## src/hw/rtl/pmsdp_pkg.sv

```systemverilog
`timescale 1ns / 1ps
package pmsdp_pkg;

    // Fixed field widths
    localparam int VAL_W  = 16;
    localparam int BEST_W = 48;
    // Exact candidate width: 64 * (2^16 - 1) + (2^48 - 1) < 2^49
    localparam int ACC_W  = BEST_W + 1;
    localparam int CFG_W  = 5;
    // Wide enough to hold MAX_PART at its top value of 64
    localparam int LEN_W  = 7;

    // Sequencer states
    typedef enum logic [1:0] {
        ST_IDLE,
        ST_SWEEP,
        ST_DRAIN
    } state_t;

    // Window load strobes shared by all cells
    typedef struct packed {
        logic val_load;
        logic best_load;
    } win_ctrl_t;

    // Partial result that walks down the chain, one cell per cycle
    typedef struct packed {
        logic              valid;
        logic [VAL_W-1:0]  run_max;
        logic [ACC_W-1:0]  acc;
    } token_t;

endpackage

```

## src/hw/rtl/pmsdp_cell.sv

```systemverilog
`timescale 1ns / 1ps
module pmsdp_cell #(
    parameter int IDX   = 0,
    parameter int CNT_W = 5
) (
    input  logic                             aclk,
    input  logic                             aresetn,
    input  pmsdp_pkg::win_ctrl_t             ctrl,
    input  logic [pmsdp_pkg::VAL_W-1:0]      val_in,
    input  logic [pmsdp_pkg::BEST_W-1:0]     best_in,
    output logic [pmsdp_pkg::VAL_W-1:0]      val_out,
    output logic [pmsdp_pkg::BEST_W-1:0]     best_out,
    input  logic [CNT_W-1:0]                 span,
    input  pmsdp_pkg::token_t                tok_in,
    output pmsdp_pkg::token_t                tok_out
);
    import pmsdp_pkg::*;

    // Piece length that this cell scores: the piece covers entries 0..IDX
    localparam logic [LEN_W-1:0] PIECE_LEN = LEN_W'(IDX + 1);
    localparam logic [CNT_W-1:0] CELL_IDX  = CNT_W'(IDX);

    logic [VAL_W-1:0]  val_reg;
    logic [BEST_W-1:0] best_reg;
    token_t            tok_reg;
    token_t            tok_next;

    logic              active;
    logic [VAL_W-1:0]  run_max;
    logic [ACC_W-1:0]  cand;

    assign val_out  = val_reg;
    assign best_out = best_reg;
    assign tok_out  = tok_reg;

    // Score this piece length and fold it into the running best
    always_comb begin
        active  = (CELL_IDX < span);
        run_max = tok_in.run_max;
        if (active && (val_reg > tok_in.run_max)) begin
            run_max = val_reg;
        end
        cand = ACC_W'(run_max) * ACC_W'(PIECE_LEN) + ACC_W'(best_reg);
        tok_next.valid   = tok_in.valid;
        tok_next.run_max = run_max;
        tok_next.acc     = tok_in.acc;
        if (active && (cand > tok_in.acc)) begin
            tok_next.acc = cand;
        end
    end

    // Hold window entries; shift on load strobes
    always_ff @(posedge aclk) begin
        if (!aresetn) begin
            val_reg  <= '0;
            best_reg <= '0;
        end else begin
            if (ctrl.val_load) begin
                val_reg <= val_in;
            end
            if (ctrl.best_load) begin
                best_reg <= best_in;
            end
        end
    end

    // Advance the token to the next cell
    always_ff @(posedge aclk) begin
        if (!aresetn) begin
            tok_reg.valid <= 1'b0;
        end else begin
            tok_reg.valid <= tok_next.valid;
        end
        if (tok_in.valid) begin
            tok_reg.run_max <= tok_next.run_max;
            tok_reg.acc     <= tok_next.acc;
        end
    end

endmodule

```

## config.mk

```make
export PLATFORM = sky130hd
export DESIGN_NAME = pmsdp_cell
export DESIGN_NICKNAME = d
export VERILOG_FILES = /design/src/hw/rtl/pmsdp_pkg.sv /design/src/hw/rtl/pmsdp_cell.sv
export SDC_FILE = /design/constraint.sdc
export NUM_CORES = 1
export LEC_CHECK = 0
export BUFFER_PORTS_ARGS = -buffer_cell sky130_fd_sc_hd__buf_2
export CAP_MARGIN = 40
export CORE_ASPECT_RATIO = 0.8
export CORE_MARGIN = 2
export CORE_UTILIZATION = 45
export DETAILED_ROUTE_END_ITERATION = 10
export PLACE_DENSITY = 0.68
export SLEW_MARGIN = 20
export SYNTH_ARGS = -nofsm -noshare
export SYNTH_HDL_FRONTEND = slang
export SYNTH_SLANG_ARGS = --single-unit
```

## constraint.sdc

```tcl
create_clock -name aclk -period 10.09 [get_ports aclk]
set_input_delay 1.5135 -clock aclk [delete_from_list [all_inputs] [get_ports aclk]]
set_output_delay 1.5135 -clock aclk [all_outputs]
set_load 0.02 [all_outputs]
```

==> results of run 1 <==
## worst min-delay path, cell delays in order, from the launching register on
cell and delay (ps):
sky130_fd_sc_hd__dfxtp_1 330, sky130_fd_sc_hd__mux2i_1 120, sky130_fd_sc_hd__nor2b_1 50
## layout by cell type (no fill, tap or decap), types with 4 or more instances in the layout
cell,instances
sky130_fd_sc_hd__buf_2,267
sky130_fd_sc_hd__ha_1,81
sky130_fd_sc_hd__inv_1,71
sky130_fd_sc_hd__nor2b_1,68
sky130_fd_sc_hd__dfxtp_1,65
sky130_fd_sc_hd__edfxtp_1,65
sky130_fd_sc_hd__mux2i_1,64
sky130_fd_sc_hd__mux2_2,51
sky130_fd_sc_hd__nand2_1,40
sky130_fd_sc_hd__a21oi_1,35
sky130_fd_sc_hd__xnor2_1,26
sky130_fd_sc_hd__o21ai_0,25
sky130_fd_sc_hd__nand4_1,23
sky130_fd_sc_hd__nor2_1,21
sky130_fd_sc_hd__nand3_1,21
sky130_fd_sc_hd__xor2_1,19
sky130_fd_sc_hd__a21o_1,18
sky130_fd_sc_hd__clkbuf_16,17
sky130_fd_sc_hd__and3_1,9
sky130_fd_sc_hd__nor3_1,7
sky130_fd_sc_hd__a211oi_1,5
sky130_fd_sc_hd__buf_4,5
sky130_fd_sc_hd__o211ai_1,4
sky130_fd_sc_hd__and4_1,4
sky130_fd_sc_hd__and2_1,4
sky130_fd_sc_hd__nor4_1,4
sky130_fd_sc_hd__a21boi_0,4
sky130_fd_sc_hd__clkinv_2,4
sky130_fd_sc_hd__clkbuf_1,4
## layout make-up
| cell class | count | area (µm²) |
|---|---|---|
| clock buffers | 21 | 440 |
| inverters | 71 | 267 |
| clock inverters | 11 | 113 |
| flip-flops and latches | 130 | 3250 |
| repair buffers | 275 | 1440 |
| well taps | 225 | 282 |
| diodes | 2 | 5.00 |
| multi-input cells | 557 | 4470 |
| fillers | 1571 | 7220 |
## metal layers
| metal | wire length (µm) | vias to the layer above |
|---|---|---|
| met4 | 379 | 0 |
| met5 | 0 | - |
| met3 | 1220 | 25 |
| li1 | - | 3340 |
| met1 | 10100 | 3056 |
| met2 | 9560 | 203 |
## flip-flops by register name (all words and copies together) (netlist names)
| register | count |
|---|---|
| tok_out | 66 |
| best_out | 48 |
| val_out | 16 |
## synth_stat cells (4+ instances only)
library cell,number
sky130_fd_sc_hd__a211oi_1,5
sky130_fd_sc_hd__a21boi_0,4
sky130_fd_sc_hd__a21o_1,18
sky130_fd_sc_hd__a21oi_1,35
sky130_fd_sc_hd__and2_1,4
sky130_fd_sc_hd__and3_1,9
sky130_fd_sc_hd__and4_1,4
sky130_fd_sc_hd__buf_2,5
sky130_fd_sc_hd__clkbuf_1,20
sky130_fd_sc_hd__dfxtp_1,65
sky130_fd_sc_hd__edfxtp_1,65
sky130_fd_sc_hd__ha_1,81
sky130_fd_sc_hd__inv_1,71
sky130_fd_sc_hd__mux2_2,51
sky130_fd_sc_hd__mux2i_1,64
sky130_fd_sc_hd__nand2_1,40
sky130_fd_sc_hd__nand3_1,21
sky130_fd_sc_hd__nand4_1,23
sky130_fd_sc_hd__nor2_1,21
sky130_fd_sc_hd__nor2b_1,68
sky130_fd_sc_hd__nor3_1,7
sky130_fd_sc_hd__nor4_1,4
sky130_fd_sc_hd__o211ai_1,4
sky130_fd_sc_hd__o21ai_0,25
sky130_fd_sc_hd__xnor2_1,26
sky130_fd_sc_hd__xor2_1,19
## power by group through the flow
| stage | Clock [W] | Combinational [W] | Sequential, W |
|---|---|---|---|
| finish | 0.000589 | 0.000336 | 0.000620 |
| floorplan | 0 | 0.000177 | 0.000670 |
| detailed placement | 0 | 0.000335 | 0.000631 |
| global placement | 0 | 0.000327 | 0.000631 |
| global route | 0.000623 | 0.000374 | 0.000625 |
| CTS | 0.000600 | 0.000337 | 0.000621 |
## kinds of logic (layout without fill, tap and decap cells)
kind of cell               count (synthesis)  in the layout  synth area share (%)
AOI/OAI and AO/OA                        109            109                  8.74
xor gates and xnor gates                  45             45                  4.86
adders and majority gates                 82             82                  12.7
buffers and inverters                    100            378                  4.84
DFF                                      130            130                  40.1
muxes                                    115            115                  15.0
other                                      0              2                     0
and+or+nand+nor                          206            206                  13.7
## worst max path at each step
stage / from / endpoint / slack (ps) / depth (start not counted)
global placement: tok_in[50] / tok_out[0] / 1210 / 27
finish: tok_in[50] / tok_out[11] / 1370 / 27
global route: tok_in[50] / tok_out[11] / 850 / 27
detailed placement: tok_in[50] / tok_out[16] / 1020 / 27
floorplan: tok_in[58] / tok_out[14] / 2430 / 31
CTS: tok_in[50] / tok_out[11] / 1440 / 27
## per-stage QoR
stage	setup slack (ps)	hold slack, ps
after global placement	1210	531
after global routing	850	581
after CTS	1440	550
after floorplan	2430	605
after detailed placement	1020	542
final	1370	549
==> impl_results.rst, run 1 <==
.. list-table::
   :header-rows: 1

   * - Metric
     - Value
   * - Status
     - finished clean
   * - Number of enable flip-flop cells after synthesis
     - 65
   * - Worst Reg2Reg Path Length in Cells
     - 25
   * - Final standard cell area without fillers
     - 10300 µm²
   * - Share of Yosys cell area claimed by the top area cell type
     - 24.1%
   * - Peak VDD IR
     - 102 µV
   * - Total placed instance area
     - 9690 µm²
   * - Most used routing layer
     - met2
   * - Final slew viol count
     - 0
   * - Number of antenna violations at the first check in global routing
     - 1
   * - Average instance area after synthesis
     - 10.3 µm²
   * - Classification of the worst setup path
     - input pin to register
   * - Clock Latency Late Sink
     - 420 ps
   * - Port Buffer Count
     - 268
   * - Endpoint class of the critical path
     - register
   * - Cell variety after synth
     - 47
   * - Power Dens Cells
     - 150 nW/µm²
   * - Post-synthesis instance area
     - 8110 µm²
   * - Cell type contributing the most total cell area after synthesis
     - sky130_fd_sc_hd__edfxtp_1
   * - Transition time at the pin with the least slew margin
     - 798 ps
   * - Horizontal die dimension
     - 154 µm
   * - Share of post-route cells with drive strength above 1
     - 33.6%
   * - Portion of total power attributed to sequential cells
     - 40.1%
   * - Capturing point of the worst reg2reg path
     - tok_out[11]
   * - Final period utilization
     - 86.4%
   * - CTS sink cnt
     - 130
   * - Number of hold violations in the final report
     - 0
   * - Cell count after synthesis
     - 787
   * - Wire length of the first global-routing pass
     - 33100 µm
   * - Area contributors post-synth
     - sky130_fd_sc_hd__edfxtp_1 24%, sky130_fd_sc_hd__dfxtp_1 16%, sky130_fd_sc_hd__ha_1 12%
   * - Final-report setup violation count
     - 0
   * - Die height
     - 124 µm
   * - Starting density of the core
     - 46.4%
   * - Clock tree root driver cell
     - sky130_fd_sc_hd__clkbuf_16
   * - Total detailed-routing wirelength
     - 21200 µm
   * - Most used flip-flop cell after synthesis
     - sky130_fd_sc_hd__edfxtp_1
   * - Type of the worst min-delay path
     - register to register
   * - Post-layout power
     - 0.00155 W
   * - Synthesized flop and latch total
     - 130
   * - Post-layout instance count excluding filler cells
     - 1292
   * - Most prevalent standard cell on the critical path
     - sky130_fd_sc_hd__ha_1
   * - Cell family contributing the most delay on the critical path
     - compound AO/OA/AOI/OAI gates
   * - TritonCTS clock tree
     - yes
   * - Met3 usage
     - 5.01%
   * - Final TNS setup
     - 0 ps
   * - Highest net fanout along the worst path
     - 31
   * - Master of the slowest instance on the critical path
     - sky130_fd_sc_hd__a221o_1
   * - Growth of design area from synthesis to finish
     - 26.6%
   * - Maximum number of pins on one net before global-route repair
     - 49
   * - Net count of the mapped netlist
     - 1008
   * - Sequential fraction of the synthesis area
     - 40.1%
   * - Min-Delay Startpoint
     - best_out[3]
   * - Remaining max-slew budget at the tightest pin
     - 46.8%
   * - Worst hold endpoint
     - best_out[3]
   * - Worst Path Buf+Inv
     - 3
   * - Number of vias per cell
     - 5.13
   * - Die Footprint
     - 19100 µm²
   * - Routability-driven placement congestion ratio
     - 0.861
   * - Sum of net half-perimeters after detailed placement
     - 16600 µm
   * - Data required time of the critical path
     - 10250 ps
   * - Launching point of the worst reg2reg path
     - val_out[1]
   * - IO Count
     - 269
   * - Leakage component of the power
     - 5.08 nW
   * - Sw Ratio
     - 28.7%
   * - Core box area
     - 17500 µm²
   * - Total gr overflow
     - 0
   * - Internal cell power
     - 0.00110 W
   * - Fraction of power consumed by combinational cells
     - 21.7%
   * - First-pass detailed-route iteration total
     - 4
   * - Iteration-0 DRC Markers
     - 427
   * - Post-CTS repair timing setup buffer count
     - 0
   * - Peak clock frequency supported by timing
     - 115 MHz
   * - Count of unresolved DRC violations after routing
     - 0
   * - Clock share of power
     - 38.1%
   * - Vias post-DR
     - 6624
   * - Max clock buf depth
     - 2
   * - Slack of the worst reg-to-reg path
     - 2210 ps
   * - Net count reported at finish
     - 1273
   * - Net switching power
     - 0.000443 W
   * - Met1 global-route usage
     - 30.0%
   * - CTS clock-pin slew for the worst setup and hold paths
     - 60 ps
   * - Clock Skews
     - 12.3 ps
   * - Startpoint types
     - input pin
   * - Largest stage delay on the critical path
     - 680 ps
   * - RSZ-0062 raised after global routing
     - no
   * - Final cell utilization of the core
     - 58.7%
   * - Met2 GRT Util
     - 36.2%
   * - Data arrival time at the worst-slack endpoint
     - 8880 ps
   * - Wire length per cell after detailed routing
     - 16.4 µm
   * - Detail Route Antenna Nets
     - 0
   * - Vias in the first global route
     - 6428
   * - Clock period minus final worst setup slack
     - 8720 ps
   * - Rows
     - 43
   * - Cell depth of the worst hold path
     - 2
   * - Hold buffers post-CTS
     - 0
   * - Syn. warnings
     - 0
   * - Cell count after placement
     - 1257
   * - Asr flop ratio synth
     - 0%
   * - Global-route usage over all layers
     - 22.3%
   * - Total number of H-tree levels
     - 4
   * - Cts bufs inserted
     - 17
   * - Max cap viols
     - 0
   * - CTS resizes
     - 0
Power figures use the tool's default switching activity.
==> inputs of run 2 (changes only) <==
- ABC_CLOCK_PERIOD_IN_PS: default -> 10000
- clock period: 10.09 -> 10 ns (I/O delays scaled with it)
==> run 2 against run 1 <==
Sequential share of layout area fell by 0.23 points. Wire length is 0.77% higher. Worst setup slack worse by 93 ps. Combinational power hardly changed. Critical endpoint is now tok_out[36]. Largest cell class unchanged. Largest power group is now the clock network.
==> impl_results.rst, run 2 (synthesis results as in run 1) <==
.. list-table::
   :header-rows: 1

   * - Metric
     - Value
   * - Core box area
     - 17500 µm² (unchanged)
   * - Worst Reg2Reg Path Length in Cells
     - 25 (unchanged)
   * - Count of unresolved DRC violations after routing
     - 0 (unchanged)
   * - Number of vias per cell
     - 5.12 (about the same)
   * - Vias in the first global route
     - 6319 (-1.7%)
   * - Wire length of the first global-routing pass
     - 33200 µm (+0.37%)
   * - Clock Skews
     - 9.89 ps (-2.41 ps)
   * - Clock Latency Late Sink
     - 420 ps (about the same)
   * - Routability-driven placement congestion ratio
     - 0.862 (+0.12%)
   * - CTS sink cnt
     - 130 (unchanged)
   * - First-pass detailed-route iteration total
     - 5 (+1)
   * - Wire length per cell after detailed routing
     - 16.6 µm (+0.85%)
   * - Type of the worst min-delay path
     - register to register
   * - Min-Delay Startpoint
     - best_out[7]
   * - Peak clock frequency supported by timing
     - 115 MHz
   * - Port Buffer Count
     - 268 (unchanged)
   * - Final-report setup violation count
     - 0 (unchanged)
   * - Power Dens Cells
     - 157 nW/µm² (+4.3%)
   * - TritonCTS clock tree
     - yes
   * - Cts bufs inserted
     - 17 (unchanged)
   * - Post-CTS repair timing setup buffer count
     - 0 (unchanged)
   * - Data arrival time at the worst-slack endpoint
     - 8890 ps (about the same)
   * - Starting density of the core
     - 46.4% (unchanged)
   * - Leakage component of the power
     - 5.11 nW (+0.60%)
   * - Final TNS setup
     - 0 ps (unchanged)
   * - Vias post-DR
     - 6616 (-0.12%)
   * - Hold buffers post-CTS
     - 0 (unchanged)
   * - Die Footprint
     - 19100 µm² (unchanged)
   * - Share of post-route cells with drive strength above 1
     - 34.1% (+0.47 points)
   * - Total number of H-tree levels
     - 4 (unchanged)
   * - Max FFs per register
     - 66 (unchanged)
   * - Max cap viols
     - 0 (unchanged)
   * - IO Count
     - 269 (unchanged)
   * - Final slew viol count
     - 0 (unchanged)
   * - Classification of the worst setup path
     - input pin to register
   * - Peak VDD IR
     - 107 µV (+5.4%)
   * - Highest net fanout along the worst path
     - 33 (+6.5%)
   * - Capturing point of the worst reg2reg path
     - tok_out[36]
   * - Sum of net half-perimeters after detailed placement
     - 16800 µm (+0.75%)
   * - Post-layout power
     - 0.00162 W (+5.1%)
   * - Cell depth of the worst hold path
     - 2 (unchanged)
   * - Status
     - finished clean
   * - Clock period minus final worst setup slack
     - 8720 ps
   * - Master of the slowest instance on the critical path
     - sky130_fd_sc_hd__a221o_1
   * - CTS clock-pin slew for the worst setup and hold paths
     - 60 ps (about the same)
   * - Rows
     - 43 (unchanged)
   * - Total detailed-routing wirelength
     - 21400 µm (+0.77%)
   * - Horizontal die dimension
     - 154 µm (unchanged)
   * - Max clock buf depth
     - 2 (unchanged)
   * - Final period utilization
     - 87.2%
   * - Leading cell type in the layout, fill and taps excluded
     - sky130_fd_sc_hd__buf_2
   * - Transition time at the pin with the least slew margin
     - 783 ps (-15.2 ps)
   * - Slack of the worst reg-to-reg path
     - 2100 ps (-110 ps)
   * - Largest stage delay on the critical path
     - 680 ps (about the same)
   * - Growth of design area from synthesis to finish
     - 27.5%
   * - Launching point of the worst reg2reg path
     - val_out[1]
   * - Clock tree root driver cell
     - sky130_fd_sc_hd__clkbuf_16
   * - Number of hold violations in the final report
     - 0 (unchanged)
   * - Net count reported at finish
     - 1273 (unchanged)
   * - Highest-count cells in the layout ignoring fill and taps
     - 267 x sky130_fd_sc_hd__buf_2, 81 x sky130_fd_sc_hd__ha_1, 71 x sky130_fd_sc_hd__inv_1
   * - Die height
     - 124 µm (unchanged)
   * - Maximum number of pins on one net before global-route repair
     - 49 (unchanged)
   * - Timing startpoint of the critical path
     - tok_in[50]
   * - Iteration-0 DRC Markers
     - 391 (-8.4%)
   * - Startpoint types
     - input pin
   * - Remaining max-slew budget at the tightest pin
     - 47.8% (+1.0 points)
   * - Worst hold endpoint
     - best_out[7]
   * - Total gr overflow
     - 0 (unchanged)
   * - RSZ-0062 raised after global routing
     - no
   * - Endpoint class of the critical path
     - register
   * - Number of antenna violations at the first check in global routing
     - 2 (+1)
   * - CTS resizes
     - 0 (unchanged)
   * - Detail Route Antenna Nets
     - 0 (unchanged)
   * - Global-route usage over all layers
     - 22.5% (+0.21 points)
   * - Data required time of the critical path
     - 10160 ps (-90 ps)
   * - Most prevalent standard cell on the critical path
     - sky130_fd_sc_hd__ha_1
==> run 2: cell count changes in the layout (fill, tap and decap cells not counted) <==
cell and delta:
sky130_fd_sc_hd__clkbuf_1 -4, sky130_fd_sc_hd__clkbuf_8 +2, sky130_fd_sc_hd__clkinv_4 +2, sky130_fd_sc_hd__clkinvlp_4 +2, sky130_fd_sc_hd__inv_4 -2, sky130_fd_sc_hd__bufinv_16 +1
sky130_fd_sc_hd__clkbuf_16 +1, sky130_fd_sc_hd__clkinv_1 -1, sky130_fd_sc_hd__clkinv_2 -1, sky130_fd_sc_hd__diode_2 -1
==> run 2: power by group <==
part | leakage [nW] | switching, W | internal [W]
registers | 1.18 | 0.0000264 | 0.000600
logic | 3.63 | 0.000190 | 0.000147
clock network | 0.303 | 0.000240 | 0.000420
total | 5.11 | 0.000456 | 0.00117
==> run 2: routing by layer <==
metal  vias to the layer above  GRT usage (%)  wire length [µm]
met2                       214           36.1              9460
met3                        32           5.36              1380
met4                         2           8.06               533
li1                       3354              -                 -
met1                      3014           30.0             10000
met5                         -              0                16
==> run 2: layout make-up <==
class / instances / area, µm²
diodes: 1 / 2.50
clock buffers: 20 / 478
clock inverters: 12 / 154
fillers: 1531 / 7140
inverters: 71 / 267
multi-input cells: 557 / 4470
flip-flops and latches: 130 / 3250
well taps: 225 / 282
repair buffers: 275 / 1440
==> run 2: worst max path at each step <==
stage / slack, ps / depth (start not counted) / endpoint
5_1_grt: 680 / 27 / tok_out[30]
3_5_place_dp: 760 / 27 / tok_out[23]
6_report: 1280 / 27 / tok_out[36]
2_1_floorplan: 2350 / 31 / tok_out[14]
4_1_cts: 1220 / 27 / tok_out[30]
3_3_place_gp: 1030 / 27 / tok_out[21]
==> run 2: critical path, delay by kind of cell <==
family                     cells  cell delay [ps]
AOI/OAI and AO/OA             12             3720
and+or+nand+nor                6             1260
adders and majority gates      3              920
muxes                          2              790
buffers and inverters          3              460
xor gates and xnor gates       1              180
==> run 2: per-stage QoR <==
step / cell area (µm²) / cells / hold slack, ps / setup slack (ps) / utilization [%]
3_3_place_gp: 9640 / 1255 / 534 / 1030 / 55.1
2_1_floorplan: 8110 / 787 / 605 / 2350 / -
3_5_place_dp: 9690 / 1257 / 532 / 763 / 55.4
6_report: 10300 / 1291 / 538 / 1280 / 59.2
5_1_grt: 10300 / 1290 / 571 / 684 / 59.1
4_1_cts: 10300 / 1289 / 541 / 1220 / 59.0
